### config.mk
export PLATFORM = sky130hd
export DESIGN_NAME = kmp_stream_matcher
export DESIGN_NICKNAME = d
export VERILOG_FILES = /design/src/hw/rtl/kmp_pkg.sv /design/src/hw/rtl/kmp_ram.sv /design/src/hw/rtl/kmp_fsm.sv /design/src/hw/rtl/kmp_stream_matcher.sv
export SDC_FILE = /design/constraint.sdc
export NUM_CORES = 1
export LEC_CHECK = 0
export BUFFER_PORTS_ARGS = -buffer_cell sky130_fd_sc_hd__buf_2
export CORE_UTILIZATION = 25
export CTS_CLUSTER_DIAMETER = 200
export DETAILED_ROUTE_END_ITERATION = 8
export GPL_TIMING_DRIVEN = 0
export PLACE_DENSITY = 0.5
export SYNTH_ARGS = -nofsm -noshare
export SYNTH_HDL_FRONTEND = slang
export SYNTH_SLANG_ARGS = --single-unit
### constraint.sdc
create_clock -name i_clk -period 4.8 [get_ports i_clk]
set_input_delay 0 -clock i_clk [delete_from_list [all_inputs] [get_ports i_clk]]
set_output_delay 0 -clock i_clk [all_outputs]
set_load 0.005 [all_outputs]
### src/hw/rtl/kmp_pkg.sv
// kmp_pkg: shared types and constants for the kmp stream matcher
// opcodes, sequencer states and the control/status structs between the fsm and the datapath
// no dependencies

package kmp_pkg;

    localparam int PATTERN_DEPTH = 64;
    localparam int POSITION_BITS = 24;
    localparam int OPCODE_BITS   = 2;
    localparam int BYTE_BITS     = 8;

    typedef enum logic [OPCODE_BITS-1:0] {
        OP_CLEAR   = 2'd0,
        OP_APPEND  = 2'd1,
        OP_RESTART = 2'd2,
        OP_TEXT    = 2'd3
    } t_opcode;

    typedef enum logic [1:0] {
        ST_IDLE,
        ST_FETCH,
        ST_CMP,
        ST_DONE
    } t_state;

    // datapath status seen by the sequencer
    typedef struct packed {
        logic    in_valid;
        t_opcode in_op;
        logic    len_zero;
        logic    len_full;
        logic    hit;
        logic    k_zero;
        logic    out_busy;
    } t_status;

    // sequencer commands to the datapath
    typedef struct packed {
        logic in_ready;
        logic step_adv;
        logic step_fall;
        logic finish;
    } t_ctrl;

endpackage

### src/hw/rtl/kmp_ram.sv
// kmp_ram: generic single write port, single read port ram with registered read
// used for the pattern store and the border table
// no dependencies

module kmp_ram #(
    parameter int WIDTH = 8,
    parameter int DEPTH = 64,
    parameter int ADDR_W = (DEPTH > 1) ? $clog2(DEPTH) : 1
) (
    input  logic              i_clk,
    input  logic              i_we,
    input  logic [ADDR_W-1:0] i_waddr,
    input  logic [WIDTH-1:0]  i_wdata,
    input  logic [ADDR_W-1:0] i_raddr,
    output logic [WIDTH-1:0]  o_rdata
);

    logic [WIDTH-1:0] r_mem [DEPTH];
    logic [WIDTH-1:0] r_rdata;

    always_ff @(posedge i_clk) begin
        if (i_we) begin
            r_mem[i_waddr] <= i_wdata;
        end
        r_rdata <= r_mem[i_raddr];
    end

    assign o_rdata = r_rdata;

endmodule

### src/hw/rtl/kmp_fsm.sv
// kmp_fsm: sequencer that drives the shared compare step of the matcher
// one fetch/compare pair, plus one per failure link, then the done state
// depends on kmp_pkg

module kmp_fsm (
    input  logic            i_clk,
    input  logic            i_rst_n,
    input  kmp_pkg::t_status i_status,
    output kmp_pkg::t_ctrl   o_ctrl
);

    kmp_pkg::t_state r_state;
    kmp_pkg::t_state n_state;

    always_ff @(posedge i_clk) begin
        if (!i_rst_n) begin
            r_state <= kmp_pkg::ST_IDLE;
        end else begin
            r_state <= n_state;
        end
    end

    always_comb begin
        n_state          = r_state;
        o_ctrl           = '0;
        unique case (r_state)
            kmp_pkg::ST_IDLE: begin
                o_ctrl.in_ready = 1'b1;
                if (i_status.in_valid) begin
                    unique case (i_status.in_op)
                        kmp_pkg::OP_CLEAR,
                        kmp_pkg::OP_RESTART: n_state = kmp_pkg::ST_DONE;
                        kmp_pkg::OP_APPEND: begin
                            n_state = (i_status.len_full || i_status.len_zero) ?
                                      kmp_pkg::ST_DONE : kmp_pkg::ST_FETCH;
                        end
                        kmp_pkg::OP_TEXT: begin
                            n_state = i_status.len_zero ? kmp_pkg::ST_DONE
                                                        : kmp_pkg::ST_FETCH;
                        end
                        default: n_state = kmp_pkg::ST_DONE;
                    endcase
                end
            end
            kmp_pkg::ST_FETCH: begin
                n_state = kmp_pkg::ST_CMP;
            end
            kmp_pkg::ST_CMP: begin
                priority if (i_status.hit) begin
                    o_ctrl.step_adv = 1'b1;
                    n_state         = kmp_pkg::ST_DONE;
                end else if (i_status.k_zero) begin
                    n_state = kmp_pkg::ST_DONE;
                end else begin
                    o_ctrl.step_fall = 1'b1;
                    n_state          = kmp_pkg::ST_FETCH;
                end
            end
            kmp_pkg::ST_DONE: begin
                if (!i_status.out_busy) begin
                    o_ctrl.finish = 1'b1;
                    n_state       = kmp_pkg::ST_IDLE;
                end
            end
            default: n_state = kmp_pkg::ST_IDLE;
        endcase
    end

endmodule

### src/hw/rtl/kmp_stream_matcher.sv
// kmp_stream_matcher: knuth-morris-pratt matcher over a byte stream, top level
// datapath registers, pattern and border rams, output register; uses kmp_fsm, kmp_ram, kmp_pkg
//
// channel  dir  tdata (low bit up)                              tuser
// s_axis   in   data_byte[7:0]                                  opcode[1:0]
// m_axis   out  match_found, match_start, match_total,          -
//               error_flag, zero pad to whole bytes
//
// clear, restart, full append and anything with an empty pattern: idle, then done
// append and text byte: a fetch/compare pair, one more per failure link followed, then done;
// each compare step waits on one registered ram read
// one item at a time; s_axis_tready is high only while the sequencer is idle
// a finished result waits in the output register while the next item is taken
// reset is synchronous, active low, and returns to an empty pattern

module kmp_stream_matcher #(
    parameter int PATTERN_DEPTH = kmp_pkg::PATTERN_DEPTH,
    parameter int POSITION_BITS = kmp_pkg::POSITION_BITS,
    localparam int OUT_W = ((2 * POSITION_BITS + 2 + 7) / 8) * 8
) (
    input  logic                            i_clk,
    input  logic                            i_rst_n,
    input  logic                            s_axis_tvalid,
    output logic                            s_axis_tready,
    input  logic [kmp_pkg::BYTE_BITS-1:0]   s_axis_tdata,   // data_byte
    input  logic [kmp_pkg::OPCODE_BITS-1:0] s_axis_tuser,   // opcode
    output logic                            m_axis_tvalid,
    input  logic                            m_axis_tready,
    output logic [OUT_W-1:0]                m_axis_tdata    // found, start, total, error
);

    localparam int IDX_W = (PATTERN_DEPTH > 1) ? $clog2(PATTERN_DEPTH) : 1;
    localparam int LEN_W = $clog2(PATTERN_DEPTH + 1);
    localparam int CMP_W = (POSITION_BITS > LEN_W) ? POSITION_BITS : LEN_W;
    localparam logic [POSITION_BITS-1:0] POS_MAX = {POSITION_BITS{1'b1}};

    kmp_pkg::t_status w_status;
    kmp_pkg::t_ctrl   w_ctrl;

    kmp_pkg::t_opcode               r_op;
    logic [kmp_pkg::BYTE_BITS-1:0]  r_c;
    logic [LEN_W-1:0]               r_k;
    logic [LEN_W-1:0]               r_len;
    logic [LEN_W-1:0]               r_bbi;
    logic [LEN_W-1:0]               r_matched;
    logic [POSITION_BITS-1:0]       r_pos;
    logic [POSITION_BITS-1:0]       r_occ;
    logic                           r_out_valid;
    logic [OUT_W-1:0]               r_out_data;

    logic [LEN_W-1:0]               n_len;
    logic [LEN_W-1:0]               n_bbi;
    logic [LEN_W-1:0]               n_matched;
    logic [POSITION_BITS-1:0]       n_pos;
    logic [POSITION_BITS-1:0]       n_occ;
    logic [OUT_W-1:0]               n_out_data;

    logic [kmp_pkg::BYTE_BITS-1:0]  w_pat_rd;
    logic [IDX_W-1:0]               w_brd_rd;
    logic [LEN_W-1:0]               w_k_dec;
    logic                           w_in_acc;
    logic                           w_we;
    logic                           w_found;
    logic                           w_err;
    logic [POSITION_BITS-1:0]       w_start;
    logic [CMP_W-1:0]               w_pos_ext;
    logic [CMP_W-1:0]               w_k_ext;

    assign w_in_acc = s_axis_tvalid && s_axis_tready;
    assign w_k_dec  = r_k - LEN_W'(1);

    assign w_status.in_valid = s_axis_tvalid;
    assign w_status.in_op    = kmp_pkg::t_opcode'(s_axis_tuser);
    assign w_status.len_zero = (r_len == '0);
    assign w_status.len_full = (r_len == LEN_W'(PATTERN_DEPTH));
    assign w_status.hit      = (r_k < r_len) && (w_pat_rd == r_c);
    assign w_status.k_zero   = (r_k == '0);
    assign w_status.out_busy = r_out_valid && !m_axis_tready;

    kmp_fsm u_fsm (
        .i_clk    (i_clk),
        .i_rst_n  (i_rst_n),
        .i_status (w_status),
        .o_ctrl   (w_ctrl)
    );

    assign w_we = w_ctrl.finish && (r_op == kmp_pkg::OP_APPEND) && !w_status.len_full;

    kmp_ram #(
        .WIDTH (kmp_pkg::BYTE_BITS),
        .DEPTH (PATTERN_DEPTH)
    ) u_pattern_ram (
        .i_clk   (i_clk),
        .i_we    (w_we),
        .i_waddr (r_len[IDX_W-1:0]),
        .i_wdata (r_c),
        .i_raddr (r_k[IDX_W-1:0]),
        .o_rdata (w_pat_rd)
    );

    kmp_ram #(
        .WIDTH (IDX_W),
        .DEPTH (PATTERN_DEPTH)
    ) u_border_ram (
        .i_clk   (i_clk),
        .i_we    (w_we),
        .i_waddr (r_len[IDX_W-1:0]),
        .i_wdata (r_k[IDX_W-1:0]),
        .i_raddr (w_k_dec[IDX_W-1:0]),
        .o_rdata (w_brd_rd)
    );

    // finish-cycle update of the scan and pattern state, and the result word
    always_comb begin
        n_len      = r_len;
        n_bbi      = r_bbi;
        n_matched  = r_matched;
        n_pos      = r_pos;
        n_occ      = r_occ;
        w_found    = 1'b0;
        w_err      = 1'b0;
        w_start    = '0;
        w_pos_ext  = '0;
        w_k_ext    = CMP_W'(r_k);
        n_out_data = '0;
        unique case (r_op)
            kmp_pkg::OP_CLEAR: begin
                n_len     = '0;
                n_bbi     = '0;
                n_matched = '0;
                n_pos     = '0;
                n_occ     = '0;
            end
            kmp_pkg::OP_RESTART: begin
                n_matched = '0;
                n_pos     = '0;
                n_occ     = '0;
            end
            kmp_pkg::OP_APPEND: begin
                if (w_status.len_full) begin
                    w_err = 1'b1;
                end else begin
                    n_bbi = r_k;
                    n_len = r_len + LEN_W'(1);
                end
            end
            kmp_pkg::OP_TEXT: begin
                if (r_pos == POS_MAX) begin
                    w_err = 1'b1;
                end else begin
                    n_pos = r_pos + POSITION_BITS'(1);
                end
                w_pos_ext = CMP_W'(n_pos);
                n_matched = r_k;
                if (!w_status.len_zero && (r_k == r_len)) begin
                    w_found = 1'b1;
                    if (w_pos_ext >= w_k_ext) begin
                        w_start = POSITION_BITS'(w_pos_ext - w_k_ext);
                    end
                    if (r_occ == POS_MAX) begin
                        w_err = 1'b1;
                    end else begin
                        n_occ = r_occ + POSITION_BITS'(1);
                    end
                    n_matched = r_bbi;
                end
            end
            default: begin
                n_len = r_len;
            end
        endcase
        n_out_data[0]                                 = w_found;
        n_out_data[POSITION_BITS:1]                   = w_start;
        n_out_data[2*POSITION_BITS:POSITION_BITS+1]   = n_occ;
        n_out_data[2*POSITION_BITS+1]                 = w_err;
    end

    always_ff @(posedge i_clk) begin
        if (!i_rst_n) begin
            r_len       <= '0;
            r_bbi       <= '0;
            r_matched   <= '0;
            r_pos       <= '0;
            r_occ       <= '0;
            r_out_valid <= 1'b0;
        end else begin
            if (w_ctrl.finish) begin
                r_len       <= n_len;
                r_bbi       <= n_bbi;
                r_matched   <= n_matched;
                r_pos       <= n_pos;
                r_occ       <= n_occ;
                r_out_valid <= 1'b1;
            end else if (m_axis_tready) begin
                r_out_valid <= 1'b0;
            end
        end
    end

    always_ff @(posedge i_clk) begin
        if (w_in_acc) begin
            r_op <= kmp_pkg::t_opcode'(s_axis_tuser);
            r_c  <= s_axis_tdata;
            r_k  <= (kmp_pkg::t_opcode'(s_axis_tuser) == kmp_pkg::OP_TEXT) ? r_matched : r_bbi;
        end else if (w_ctrl.step_adv) begin
            r_k <= r_k + LEN_W'(1);
        end else if (w_ctrl.step_fall) begin
            r_k <= LEN_W'(w_brd_rd);
        end
        if (w_ctrl.finish) begin
            r_out_data <= n_out_data;
        end
    end

    assign s_axis_tready = w_ctrl.in_ready;
    assign m_axis_tvalid = r_out_valid;
    assign m_axis_tdata  = r_out_data;

endmodule

==> run metrics <==
initial antenna violation count 3; 1st-pass router iterations 5; Tmin final roughly 4.7 ns; Lkg Pwr ~16 nW; GR Layer Usage met3 between 2 and 3%; CP Capture Point u_border_ram.o_rdata[2]; Critical path origin r_k[1]; switching share of power 28.1%; final-report hold violation count 0; Sink Count around 1000; reg2reg start r_k[1]; Port Buf Inserts 65; most frequent cells in the layout 963 x edfxtp_1, 294 x mux4_2, 112 x nor2_1, 109 x clkbuf_16, 85 x dfxtp_1; TritonCTS clock tree yes; pre-CTS setup slack -2.53 ns; Cell Pwr Density approximately 480 nW/um^2; height of the die around 410 um; core area 168000 um^2; worst-skew pair later-pin latency 0.72 ns; post-synthesis mux area share between 15 and 20%; Most used DFF post-synth edfxtp_1; Post-Syn Area roughly 42000 um^2; Synth Area in Compound Gates around 2.9%; CTS Root Cell clkbuf_16; top post-synthesis cells by area edfxtp_1 68%, mux4_2 16%, dfxtp_1 4.1%; all-layer global routing usage between 10% and 20%; Peak supply drop ~0.37 mV; CP required approximately 5.4 ns; Cell variety after synth 77; P&R area growth vs syn 20.3%; I/O pins 72; ys async rst share 0%; DR vias roughly 22000; Fin Hold WS just over 0.08 ns; DRC viols 0; met2 global-route usage 21.4%; most common cell after layout, fill and taps aside edfxtp_1; Post-DRT Antenna Nets 0; Inserted Clock Buffers between 100 and 150; EDFF count, synth 963; largest fanout on the critical path 10; initial detailed-routing violation count approximately 2200; Slew Viols, Final 0; simple-gate area share of the yosys netlist around 5.2%; met1 global-route usage about a fifth; layout cell share with drive strength beyond 1 28.1%; Initial Util roughly a quarter; R2R cell count 11; adder-cell area share of the yosys netlist 0.639%; sequential share of power between 40 and 50%; r2r setup slk about 0.15 ns; Cells after Synth around 2200; DP HPWL just over 80 mm; share of the synthesized area in the top cell type approximately two thirds; CP endpoint kind register; top cell type by total area after synthesis edfxtp_1; synth warn 0; CTS Buffer Depth 3; max incr delay on CP ~0.60 ns; dpl cells 4568; Slew headroom ~11%; final worst slack ~0.15 ns; hold crit path type primary input to register; switching pwr 0.00681 W; internal power 0.0174 W; n_diodes 0; Clock Skews 0.0313 ns; DIE AREA between 150000 and 200000 um^2; CP arrival 5.24 ns; Tcrit/Tclk final around 97%; # Max-Cap Violations 0; Clock power frac a little over a third; Crit-path slowest cell mux4_2; Crit Path Class register to register; Max Freq between 0.2 and 0.25 GHz; critical path, cell by cell buf_8, clkbuf_1, clkbuf_8, clkbuf_4, inv_1, ha_1, clkbuf_4, clkbuf_4, mux4_2, mux4_2, mux4_2; H-Tree Depth 3; critical path's top delay family buffers and inverters; Worst-Margin Slew around 1.3 ns; drt wl/cell roughly 24 um; Post-Synth XOR/XNOR Area about 1.6%; CP Depth 11; Critical Path Source Type register; gpl congestion 0.830; Remaining Overflow, GRT 0; register area share after synthesis 72.4%; Seq cells post-synth 1049; largest net degree at the start of global routing 60; worst reg2reg path endpoint u_border_ram.o_rdata[2]; gr busiest metal met2; Die Wd 413 um; Final Non-Filler Cells between 4000 and 5000; main combinational cell family by area after synthesis multiplexers; Final Util approximately 30%; WP buf/inv 7; vias in the first global route between 20000 and 25000; clk slew on worst S/H paths about 0.060 ns; final net count roughly 2500; DR vias/cell roughly 4.7; Mapped Avg Cell Area around 19 um^2; final instance area around 51000 um^2; status finished clean; endpoints failing setup 0; # rows 150; Logic pwr share roughly 22%; Placed Area ~47000 um^2; Total Wirelength 116 mm; global-route wire length before repair between 150 and 200 mm
-- worst min path at each step --
| stage | start | end | slack, ns | cells past startpoint |
|---|---|---|---|---|
| after global placement | s_axis_tdata[4] | r_c[4] | 0.18 | 1 |
| final | s_axis_tuser[1] | r_op[1] | 0.08 | 2 |
| after floorplan | s_axis_tdata[0] | r_c[0] | 0.1 | 0 |
| after detailed placement | s_axis_tdata[5] | r_c[5] | 0.18 | 1 |
| after CTS | s_axis_tuser[1] | r_op[1] | 0.03 | 2 |
| after global routing | s_axis_tuser[1] | r_op[1] | 0.04 | 2 |
-- registers in the layout, summed over array words and instances (netlist names) --
register and count:
r_occ 24, r_matched 7, r_len 7, r_c 8
u_border_ram.o_rdata 6, r_op 2, u_border_ram.r_mem 384, m_axis_tdata 50
m_axis_tvalid 1, u_pattern_ram.r_mem 512, r_bbi 7, u_fsm.r_state 2
r_pos 24, r_k 7, u_pattern_ram.o_rdata 8
-- final cells by class --
type	instances	area [um^2]
clock inverter	66	678
tap	2204	2760
clock buffer	135	2830
fill	16300	117000
buffer	117	567
multi-input combinational	1036	11300
inverter	26	97.6
timing repair buffer	171	2080
sequential	1049	30600
-- cell usage after synthesis, drive strengths merged (2+ instances only) --
master	number
a211oi	4
and2	3
nand4b	2
xor2	31
o22ai	3
a21boi	2
o21ai	36
a31oi	9
o31ai	3
a21oi	75
nand2	80
or4	2
or3	12
a221o	6
and3	14
nor3	32
nand2b	6
nor2b	4
mux2i	6
nor3b	2
nor2	187
edfxtp	963
a2111oi	2
nor4	11
o211a	2
o211ai	4
dfxtp	86
a22oi	15
o31a	2
mux4	294
ha	20
nand3	54
xnor2	43
inv	25
buf	43
o21a	7
and4	10
nand4	26
a21o	5
clkbuf	76
-- routing by layer --
| layer | share of wire (%) | vias up | wire (um) |
|---|---|---|---|
| li1 | - | 9635 | - |
| met1 | 44 | 11900 | 51300 |
| met2 | 47 | 746 | 54600 |
| met3 | 6.6 | 132 | 7610 |
| met4 | 1.8 | 0 | 2090 |
| met5 | 0 | - | 0 |
-- power groups by stage --
stage | sequential, W | clock (W) | combinational, W
after CTS | 0.0105 | 0.00856 | 0.00540
after detailed placement | 0.0107 | 0 | 0.00530
after global routing | 0.0105 | 0.00888 | 0.00559
after global placement | 0.0111 | 0 | 0.00465
after floorplan | 0.0108 | 0 | 0.00282
final | 0.0105 | 0.00839 | 0.00536
-- through the flow --
stage / TNS (ns) / total power, W
2_1_floorplan: 0 / 0.0136
3_5_place_dp: -84.36 / 0.0160
6_report: 0 / 0.0242
4_1_cts: 0 / 0.0244
5_1_grt: -0.240 / 0.0249
3_3_place_gp: -209.79 / 0.0157
-- timing repair --
item | in CTS | in global routing
endpoints found under the hold margin | 22 | 0
resized for setup | 37 | 9
gates cloned | 0 | 1
endpoints found under the setup margin | 114 | 37
pin swaps | 3 | 6
hold buffers | 23 | 0
setup buffers | 5 | 6
-- cells by family after synthesis --
group,Yosys count
DFF,1049
and+or+nand+nor,451
muxes,300
AOI/OAI and AO/OA,184
buffers and inverters,145
xor gates and xnor gates,74
adders and majority gates,21
other,1
(Power assumes the default switching activity.)
